`config.mk`:
```
export PLATFORM = sky130hd
export DESIGN_NAME = lru_key_value_cache_top
export DESIGN_NICKNAME = d
export VERILOG_FILES = /design/src/rtl/lkvc_pkg.sv /design/src/rtl/lkvc_core.sv /design/src/rtl/lru_key_value_cache_top.sv
export SDC_FILE = /design/constraint.sdc
export NUM_CORES = 2
export LEC_CHECK = 0
export BUFFER_PORTS_ARGS = -buffer_cell sky130_fd_sc_hd__clkbuf_2
export CAP_MARGIN = 10
export CELL_PAD_IN_SITES_DETAIL_PLACEMENT = 1
export CELL_PAD_IN_SITES_GLOBAL_PLACEMENT = 2
export CORE_MARGIN = 1
export CORE_UTILIZATION = 45
export CTS_BUF_LIST = sky130_fd_sc_hd__clkbuf_16
export CTS_CLUSTER_SIZE = 20
export DETAILED_ROUTE_END_ITERATION = 8
export GPL_TIMING_DRIVEN = 0
export HOLD_SLACK_MARGIN = 0.06
export PLACE_DENSITY = 0.79
export SYNTH_ARGS = -nofsm -noshare
export SYNTH_HDL_FRONTEND = slang
export SYNTH_SLANG_ARGS = --single-unit
```
`constraint.sdc`:
```
create_clock -name i_clk -period 13.2 [get_ports i_clk]
set_clock_uncertainty 0.15 [all_clocks]
set_input_delay 2.64 -clock i_clk [delete_from_list [all_inputs] [get_ports i_clk]]
set_output_delay 2.64 -clock i_clk [all_outputs]
set_load 0.02 [all_outputs]
```
`src/rtl/lkvc_pkg.sv`:
```
// Shared constants, request/response types and operation codes for the LRU key-value cache.
package lkvc_pkg;

    localparam int ENTRIES    = 16;
    localparam int KEY_W      = 32;
    localparam int VALUE_W    = 32;
    localparam int IDX_W      = $clog2(ENTRIES);
    localparam int RANK_W     = IDX_W;
    localparam int CNT_W      = $clog2(ENTRIES + 1);
    localparam int CAP_W      = 5;
    localparam int CMP_W      = (CAP_W > CNT_W) ? CAP_W : CNT_W;
    localparam int APB_ADDR_W = 3;
    localparam int APB_DATA_W = 32;
    localparam int REG_IDX_W  = APB_ADDR_W - 2;

    localparam logic [CAP_W-1:0]     CAP_RESET    = CAP_W'(16);
    localparam logic [REG_IDX_W-1:0] REG_CAPACITY = REG_IDX_W'(0);

    typedef enum logic [1:0] {
        OP_ADD      = 2'd0,
        OP_GET      = 2'd1,
        OP_ERASE    = 2'd2,
        OP_CONTAINS = 2'd3
    } t_op;

    typedef struct packed {
        t_op                op;
        logic [KEY_W-1:0]   key;
        logic [VALUE_W-1:0] value;
    } t_req;

    typedef struct packed {
        logic               found;
        logic               status;
        logic [VALUE_W-1:0] read_value;
    } t_rsp;

endpackage

```
`src/rtl/lkvc_core.sv`:
```
// Entry storage, parallel key match and recency-rank update of the LRU key-value cache.
module lkvc_core (
    input  logic                        i_clk,
    input  logic                        i_rst_n,
    input  logic                        i_fire,
    input  lkvc_pkg::t_req              i_req,
    input  logic [lkvc_pkg::CAP_W-1:0]  i_capacity,
    output lkvc_pkg::t_rsp              o_rsp
);
    import lkvc_pkg::*;

    logic [KEY_W-1:0]   r_key   [ENTRIES];
    logic [VALUE_W-1:0] r_value [ENTRIES];
    logic [RANK_W-1:0]  r_rank  [ENTRIES];
    logic [RANK_W-1:0]  n_rank  [ENTRIES];
    logic [ENTRIES-1:0] r_valid;
    logic [ENTRIES-1:0] n_valid;
    logic [CNT_W-1:0]   r_used;
    logic [CNT_W-1:0]   n_used;

    logic [ENTRIES-1:0] hit;
    logic               found;
    logic [IDX_W-1:0]   hit_idx;
    logic [RANK_W-1:0]  hit_rank;
    logic [IDX_W-1:0]   free_idx;
    logic [IDX_W-1:0]   lru_idx;
    logic [CMP_W-1:0]   cap_ext;
    logic [CMP_W-1:0]   cap_eff;
    logic               has_room;

    logic               do_touch;
    logic               do_insert;
    logic               do_remove;
    logic               wr_key;
    logic               wr_value;
    logic [IDX_W-1:0]   tgt_idx;
    logic [CNT_W-1:0]   ref_rank;

    // Keys are unique among valid entries, so the hit vector is one-hot or zero and the
    // index and rank can be formed by OR. Ranks of valid entries are always a permutation
    // of 0 .. used-1, so the least recent entry is the one whose rank equals used-1.
    always_comb begin
        hit      = '0;
        hit_idx  = '0;
        hit_rank = '0;
        lru_idx  = '0;
        free_idx = '0;
        for (int i = 0; i < ENTRIES; i++) begin
            hit[i] = r_valid[i] && (r_key[i] == i_req.key);
            if (hit[i]) begin
                hit_idx  = hit_idx | IDX_W'(i);
                hit_rank = hit_rank | r_rank[i];
            end
            if (r_valid[i] && (CNT_W'(r_rank[i]) == (r_used - CNT_W'(1)))) begin
                lru_idx = lru_idx | IDX_W'(i);
            end
        end
        for (int i = ENTRIES - 1; i >= 0; i--) begin
            if (!r_valid[i]) begin
                free_idx = IDX_W'(i);
            end
        end
    end

    assign found = |hit;

    // A capacity of zero acts as one; any capacity above the entry count acts as the entry count.
    always_comb begin
        cap_ext = CMP_W'(i_capacity);
        if (cap_ext == '0) begin
            cap_eff = CMP_W'(1);
        end else if (cap_ext > CMP_W'(ENTRIES)) begin
            cap_eff = CMP_W'(ENTRIES);
        end else begin
            cap_eff = cap_ext;
        end
    end

    assign has_room = CMP_W'(r_used) < cap_eff;

    // Touch ages every valid entry more recent than the reference rank. An insert uses the
    // count in use as reference, so every valid entry ages. An eviction reuses the least
    // recent slot as a touch.
    always_comb begin
        do_touch  = 1'b0;
        do_insert = 1'b0;
        do_remove = 1'b0;
        wr_key    = 1'b0;
        wr_value  = 1'b0;
        tgt_idx   = hit_idx;
        ref_rank  = CNT_W'(hit_rank);
        unique case (i_req.op)
            OP_ADD: begin
                wr_value = 1'b1;
                if (found) begin
                    do_touch = 1'b1;
                end else if (has_room) begin
                    do_insert = 1'b1;
                    wr_key    = 1'b1;
                    tgt_idx   = free_idx;
                    ref_rank  = r_used;
                end else begin
                    do_touch = 1'b1;
                    wr_key   = 1'b1;
                    tgt_idx  = lru_idx;
                    ref_rank = r_used - CNT_W'(1);
                end
            end
            OP_GET: begin
                do_touch = found;
            end
            OP_ERASE: begin
                do_remove = found;
            end
            OP_CONTAINS: begin
            end
            default: begin
            end
        endcase
    end

    always_comb begin
        n_valid = r_valid;
        n_rank  = r_rank;
        n_used  = r_used;
        for (int i = 0; i < ENTRIES; i++) begin
            if (r_valid[i] && (IDX_W'(i) != tgt_idx)) begin
                if ((do_touch || do_insert) && (CNT_W'(r_rank[i]) < ref_rank)) begin
                    n_rank[i] = r_rank[i] + RANK_W'(1);
                end
                if (do_remove && (CNT_W'(r_rank[i]) > ref_rank)) begin
                    n_rank[i] = r_rank[i] - RANK_W'(1);
                end
            end
        end
        if (do_touch || do_insert || do_remove) begin
            n_rank[tgt_idx] = '0;
        end
        if (do_insert) begin
            n_valid[tgt_idx] = 1'b1;
            n_used           = r_used + CNT_W'(1);
        end
        if (do_remove) begin
            n_valid[tgt_idx] = 1'b0;
            n_used           = r_used - CNT_W'(1);
        end
    end

    always_ff @(posedge i_clk) begin
        if (!i_rst_n) begin
            r_valid <= '0;
            r_used  <= '0;
            for (int i = 0; i < ENTRIES; i++) begin
                r_rank[i] <= '0;
            end
        end else if (i_fire) begin
            r_valid <= n_valid;
            r_used  <= n_used;
            r_rank  <= n_rank;
        end
    end

    always_ff @(posedge i_clk) begin
        if (i_fire && wr_key) begin
            r_key[tgt_idx] <= i_req.key;
        end
        if (i_fire && wr_value) begin
            r_value[tgt_idx] <= i_req.value;
        end
    end

    assign o_rsp.found      = found;
    assign o_rsp.status     = (i_req.op == OP_GET) && !found;
    assign o_rsp.read_value = ((i_req.op == OP_GET) && found) ? r_value[hit_idx] : '0;

endmodule

```
`src/rtl/lru_key_value_cache_top.sv`:
```
// Top level of the LRU key-value cache: stream ports, APB register and pipeline registers.
//
//  Channel   Dir  Handshake                Payload
//  -------   ---  -----------------------  ----------------------------------------------
//  request   in   i_s_tvalid / o_s_tready  tuser: operation; tdata: key, value
//  response  out  o_m_tvalid / i_m_tready  tuser: found, status; tdata: read_value
//  config    in   psel/penable/pwrite      capacity_in_use at byte address 0
//
// One word is accepted per cycle unless the input stalls. The accepting edge loads the
// request register; when nothing stalls, the core's result then loads the response
// register, which presents the response word. The two registers stand on either side
// of the combinational match and rank-update logic over all sixteen entries.
// A stalled response register holds the request register, and the input stalls only when
// both are full. Reset clears every valid bit, the count in use and all recency ranks, and
// sets the capacity to sixteen; the cache is usable directly after reset is released.
module lru_key_value_cache_top (
    input  logic                                i_clk,
    input  logic                                i_rst_n,
    // Request stream.
    input  logic                                i_s_tvalid,
    output logic                                o_s_tready,
    input  logic [63:0]                         i_s_tdata,   // key [31:0], value [63:32]
    input  logic [1:0]                          i_s_tuser,   // operation [1:0]
    // Response stream.
    output logic                                o_m_tvalid,
    input  logic                                i_m_tready,
    output logic [31:0]                         o_m_tdata,   // read_value [31:0]
    output logic [1:0]                          o_m_tuser,   // found [0], status [1]
    // Configuration port.
    input  logic                                psel,
    input  logic                                penable,
    input  logic                                pwrite,
    input  logic [lkvc_pkg::APB_ADDR_W-1:0]     paddr,
    input  logic [lkvc_pkg::APB_DATA_W-1:0]     pwdata,
    output logic [lkvc_pkg::APB_DATA_W-1:0]     prdata,
    output logic                                pready
);
    import lkvc_pkg::*;

    logic                 r_in_valid;
    t_req                 r_req;
    logic                 r_out_valid;
    t_rsp                 r_rsp;
    t_rsp                 core_rsp;
    logic [CAP_W-1:0]     r_capacity;
    logic                 proc_fire;
    logic                 in_accept;
    logic [REG_IDX_W-1:0] reg_idx;

    // The request register advances whenever the response register is empty or is being
    // drained in this cycle.
    assign proc_fire  = r_in_valid && (!r_out_valid || i_m_tready);
    assign o_s_tready = !r_in_valid || proc_fire;
    assign in_accept  = i_s_tvalid && o_s_tready;

    always_ff @(posedge i_clk) begin
        if (!i_rst_n) begin
            r_in_valid <= 1'b0;
        end else if (in_accept) begin
            r_in_valid <= 1'b1;
        end else if (proc_fire) begin
            r_in_valid <= 1'b0;
        end
    end

    always_ff @(posedge i_clk) begin
        if (in_accept) begin
            r_req.op    <= t_op'(i_s_tuser);
            r_req.key   <= i_s_tdata[KEY_W-1:0];
            r_req.value <= i_s_tdata[KEY_W+VALUE_W-1:KEY_W];
        end
    end

    lkvc_core u_core (
        .i_clk      (i_clk),
        .i_rst_n    (i_rst_n),
        .i_fire     (proc_fire),
        .i_req      (r_req),
        .i_capacity (r_capacity),
        .o_rsp      (core_rsp)
    );

    always_ff @(posedge i_clk) begin
        if (!i_rst_n) begin
            r_out_valid <= 1'b0;
        end else if (proc_fire) begin
            r_out_valid <= 1'b1;
        end else if (i_m_tready) begin
            r_out_valid <= 1'b0;
        end
    end

    always_ff @(posedge i_clk) begin
        if (proc_fire) begin
            r_rsp <= core_rsp;
        end
    end

    assign o_m_tvalid   = r_out_valid;
    assign o_m_tdata    = r_rsp.read_value;
    assign o_m_tuser[0] = r_rsp.found;
    assign o_m_tuser[1] = r_rsp.status;

    // The register index is the word address; the low two byte-address bits are ignored.
    assign reg_idx = paddr[APB_ADDR_W-1:2];
    assign pready  = 1'b1;

    always_ff @(posedge i_clk) begin
        if (!i_rst_n) begin
            r_capacity <= CAP_RESET;
        end else if (psel && penable && pwrite && pready && (reg_idx == REG_CAPACITY)) begin
            r_capacity <= pwdata[CAP_W-1:0];
        end
    end

    assign prdata = (reg_idx == REG_CAPACITY) ? APB_DATA_W'(r_capacity) : '0;

endmodule

```
==> flow_summary_export.csv <==
group,metric,value,unit
pwr,internal_power,6350,uW
detailed_routing,viasPerCell,6.29,
finish,syn2layout_area_growth,14.7,%
clocking,clk_latency,0.78,ns
logic_synthesis,ys_seq_elements,1216,
detailed_routing,drt_wl_total,206000,um
hold_path,hp-class,"reg2reg",
worst_setup_path,cp-startpoint,"u_core.r_used[0]",
clocking,path_clk_slew,0.07,ns
pwr,swShare,23.5,%
global_routing,grt_pass1_wl,289000,um
finish,fillers,12400,
detailed_routing,num_vias,39400,
worst_setup_path,endpoint_kind,"flop",
die,core_area,126000,sq um
pwr,power_density,127,nW/um^2
finish,layout_commonest_cell,"edfxtp_1",
detailed_routing,top_layer,"met5",
sta,setup_viol,0,
placed_design,dpl.cell_count,6031,
worst_setup_path,rrSetupSlack,4.92,ns
status,violations,"max-capacitance violations, max-slew violations",
sta,setup_tns,0,ns
pwr,seq_power_share,51.9,%
detailed_routing,met2_wirelength,93800,um
placed_design,dp_hpwl,140000,um
sta,timing.slew.headroom,-0.130,%
clocking,cts-resized-gates,0,
worst_setup_path,rr_worst_depth,16,
logic_synthesis,synthArstFlopShare,0,%
die,rows,130,
clocking,cts-root-buf,"clkbuf_16",
worst_setup_path,arrival,8.58,ns
clocking,htree_levels,4,
global_routing,grt_pass1_vias,39500,
logic_synthesis,ys_warn_count,0,
detailed_routing,firstDrtPassIters,5,
logic_synthesis,ys.flop_type,"edfxtp_1",
sta,rsz0062_at_grt,"no",
logic_synthesis,synth_edf_count,1124,
die,die_area,128000,sq um
worst_setup_path,critPathCapture,"u_core.r_value[6][2]",
worst_setup_path,worstReg2RegStart,"u_core.r_used[0]",
logic_synthesis,synth.avg_cell_area,13.6,sq um
clocking,cts_tree,"done",
clocking,cts_buffers,134,
die,die_y,358,um
pwr,power_frac_clock,42.6,%
logic_synthesis,synth_area,57000,sq um
status,status,"finished, violations left",
global_routing,track_usage,31.9,%
detailed_routing,first_iter_violations,4214,
detailed_routing,wl_met3,17900,um
logic_synthesis,synthDistinctLibCells,101,
placed_design,io_buffer_count,118,
pwr,p_sw,1950,uW
finish,layout-drive-gt1-share,15.2,%
sta,fin_crit_sh,62.7,%
sta,hold_viol,0,
clocking,cts.sinks,1216,
worst_setup_path,start_kind,"flop",
clocking,ctsHoldBuffers,0,
logic_synthesis,synth_cells,4186,
die,initial_utilization,45.4,%
detailed_routing,drc,0,
worst_setup_path,r2r_end,"u_core.r_value[6][2]",
sta,worst_pin_slew,1.50,ns
finish,multi_input_area,20100,sq um
global_routing,grt_overflow_total,0,
finish,fin_nets,4729,
pwr,p_leak,0.0228,uW
logic_synthesis,yosysSeqAreaShare,62.5,%
finish,seq_area,35600,sq um
sta,finalMaxSlewViolations,17,
clocking,cts_buffer_depth,3,
sta,max_freq,121,MHz
pwr,p_comb_share,5.5,%
finish,finalCoreUtilization,52.0,%
sta,fin_crit,8.28,ns
pwr,ir_drop,0.000133,V
die,io_pins,177,
placed_design,place.gp.congestion,0.980,
worst_setup_path,required,13.50,ns
run,drv_cap,1,
pwr,p_total,8300,uW
finish,layout_common_cells,"edfxtp_1, xor2_1, nand2_1",
detailed_routing,avgRoutedWirePerCell,32.8,um
global_routing,antenna_found_initial,5,
detailed_routing,antenna_left,0,
finish,instances_no_fill,6270,
worst_setup_path,critical_path_class,"reg2reg",
detailed_routing,wl_met1,85400,um
global_routing,grt_max_degree,57,
worst_setup_path,worst-path-max-fanout,17,
die,die_x,358,um
clocking,post_cts_buffers,0,
kinds of logic after synthesis:
family | after synthesis | share of synthesized area, %
other | 2 | 0.0132
flip-flops | 1216 | 62.5
adder cells (fa/ha/maj) | 103 | 2.26
AND/OR/NAND/NOR | 1147 | 10.9
AO/OA/AOI/OAI | 510 | 6.51
multiplexers | 294 | 5.45
buffers and inverters | 326 | 3.06
XOR/XNOR | 588 | 9.32
synth_stat cells, types with 8 or more instances:
cell | instances | area (sq um)
nand4b_1 | 21 | 184
nor3_1 | 69 | 345
nand2b_1 | 48 | 300
o21ai_1 | 11 | 55.1
edfxtp_1 | 1124 | 33800
a22oi_1 | 27 | 203
nor3b_1 | 35 | 263
o22ai_1 | 22 | 138
a21boi_0 | 9 | 67.6
nor4b_1 | 13 | 114
clkbuf_1 | 110 | 413
nand3b_1 | 8 | 60.1
nand4_1 | 114 | 713
nand2_1 | 253 | 950
a41oi_1 | 10 | 87.6
o211ai_1 | 149 | 1120
buf_6 | 29 | 327
and3_1 | 45 | 282
o2111ai_1 | 10 | 87.6
a41o_1 | 8 | 80.1
nor4_1 | 164 | 1030
xnor3_1 | 10 | 225
a21oi_1 | 51 | 255
o21ai_0 | 55 | 275
o21a_1 | 16 | 120
buf_1 | 12 | 45.0
dfxtp_1 | 92 | 1840
buf_2 | 28 | 140
or4_1 | 22 | 165
inv_1 | 77 | 289
mux2i_1 | 162 | 1620
buf_4 | 68 | 510
nor2b_1 | 29 | 181
ha_1 | 102 | 1280
xnor2_1 | 209 | 1830
or3_1 | 15 | 93.8
a31oi_1 | 26 | 163
xor2_1 | 366 | 3210
a211oi_1 | 14 | 105
nor2_1 | 151 | 567
a221oi_1 | 12 | 105
mux2_2 | 132 | 1490
nand3_1 | 118 | 591
through the flow:
step                worst slack (ns)  hold slack [ns]  cell area [sq um]
floorplan                       7.32            0.323              57100
global placement                2.48            0.361              59700
detailed placement              5.17            0.371              61200
CTS                             5.12            0.378              65300
global route                    4.82            0.397              65300
finish                          4.92            0.369              65300
registers in the layout, summed over array words and instances (netlist names), 5 cells and up:
| signal | cells |
|---|---|
| u_core.r_used | 5 |
| u_core.r_valid | 16 |
| o_m_tdata | 32 |
| u_core.r_value | 512 |
| r_capacity | 5 |
| r_req | 66 |
| u_core.r_rank | 64 |
| u_core.r_key | 512 |
per-layer routing:
layer,GRT usage (%),vias up
met1,44.2,20300
met3,5.77,433
met2,49.8,2037
met5,0,-
met4,12.9,2
li1,-,16600
final cells by class:
class / instances / area share [%]
inverter: 78 / 0.448
tap: 1650 / 3.16
antenna: 1 / 0.00383
sequential: 1216 / 54.5
multi-input combinational: 2670 / 30.8
timing repair buffer: 171 / 2.73
clock inverter: 98 / 0.921
buffer: 248 / 2.23
clock buffer: 138 / 5.28
critical path: stages, from the launching register on:
cell and delay [ns]:
dfxtp_1 0.37, buf_2 0.42, buf_1 0.81, inv_1 0.23, ha_1 0.34, clkbuf_1 0.59, buf_2 0.51, xor2_1 0.19
nand3_1 0.16, nor4b_1 0.70, a21oi_1 0.08, a32oi_1 0.44, nand3b_1 0.25, o21ai_2 0.61, nand3_1 0.90, nor2_4 0.90
buf_16 0.25
power by group through the flow:
| stage | logic [uW] | registers, uW | clock network (uW) |
|---|---|---|---|
| after detailed placement | 438 | 4390 | 0 |
| final | 453 | 4310 | 3530 |
| after CTS | 441 | 4310 | 3580 |
| after global routing | 469 | 4310 | 3710 |
| after global placement | 387 | 4410 | 0 |
| after floorplan | 241 | 4350 | 0 |
worst min path at each step:
stage                        from            end  slack, ns  cells past startpoint
finish                 r_in_valid     o_m_tvalid       0.37                      2
detailed placement     r_in_valid     o_m_tvalid       0.37                      2
global placement       r_in_valid     o_m_tvalid       0.36                      2
CTS                    r_in_valid     o_m_tvalid       0.38                      2
global route           r_in_valid     o_m_tvalid       0.40                      2
floorplan           r_capacity[0]  r_capacity[0]       0.32                      2
(Power assumes the default switching activity.)
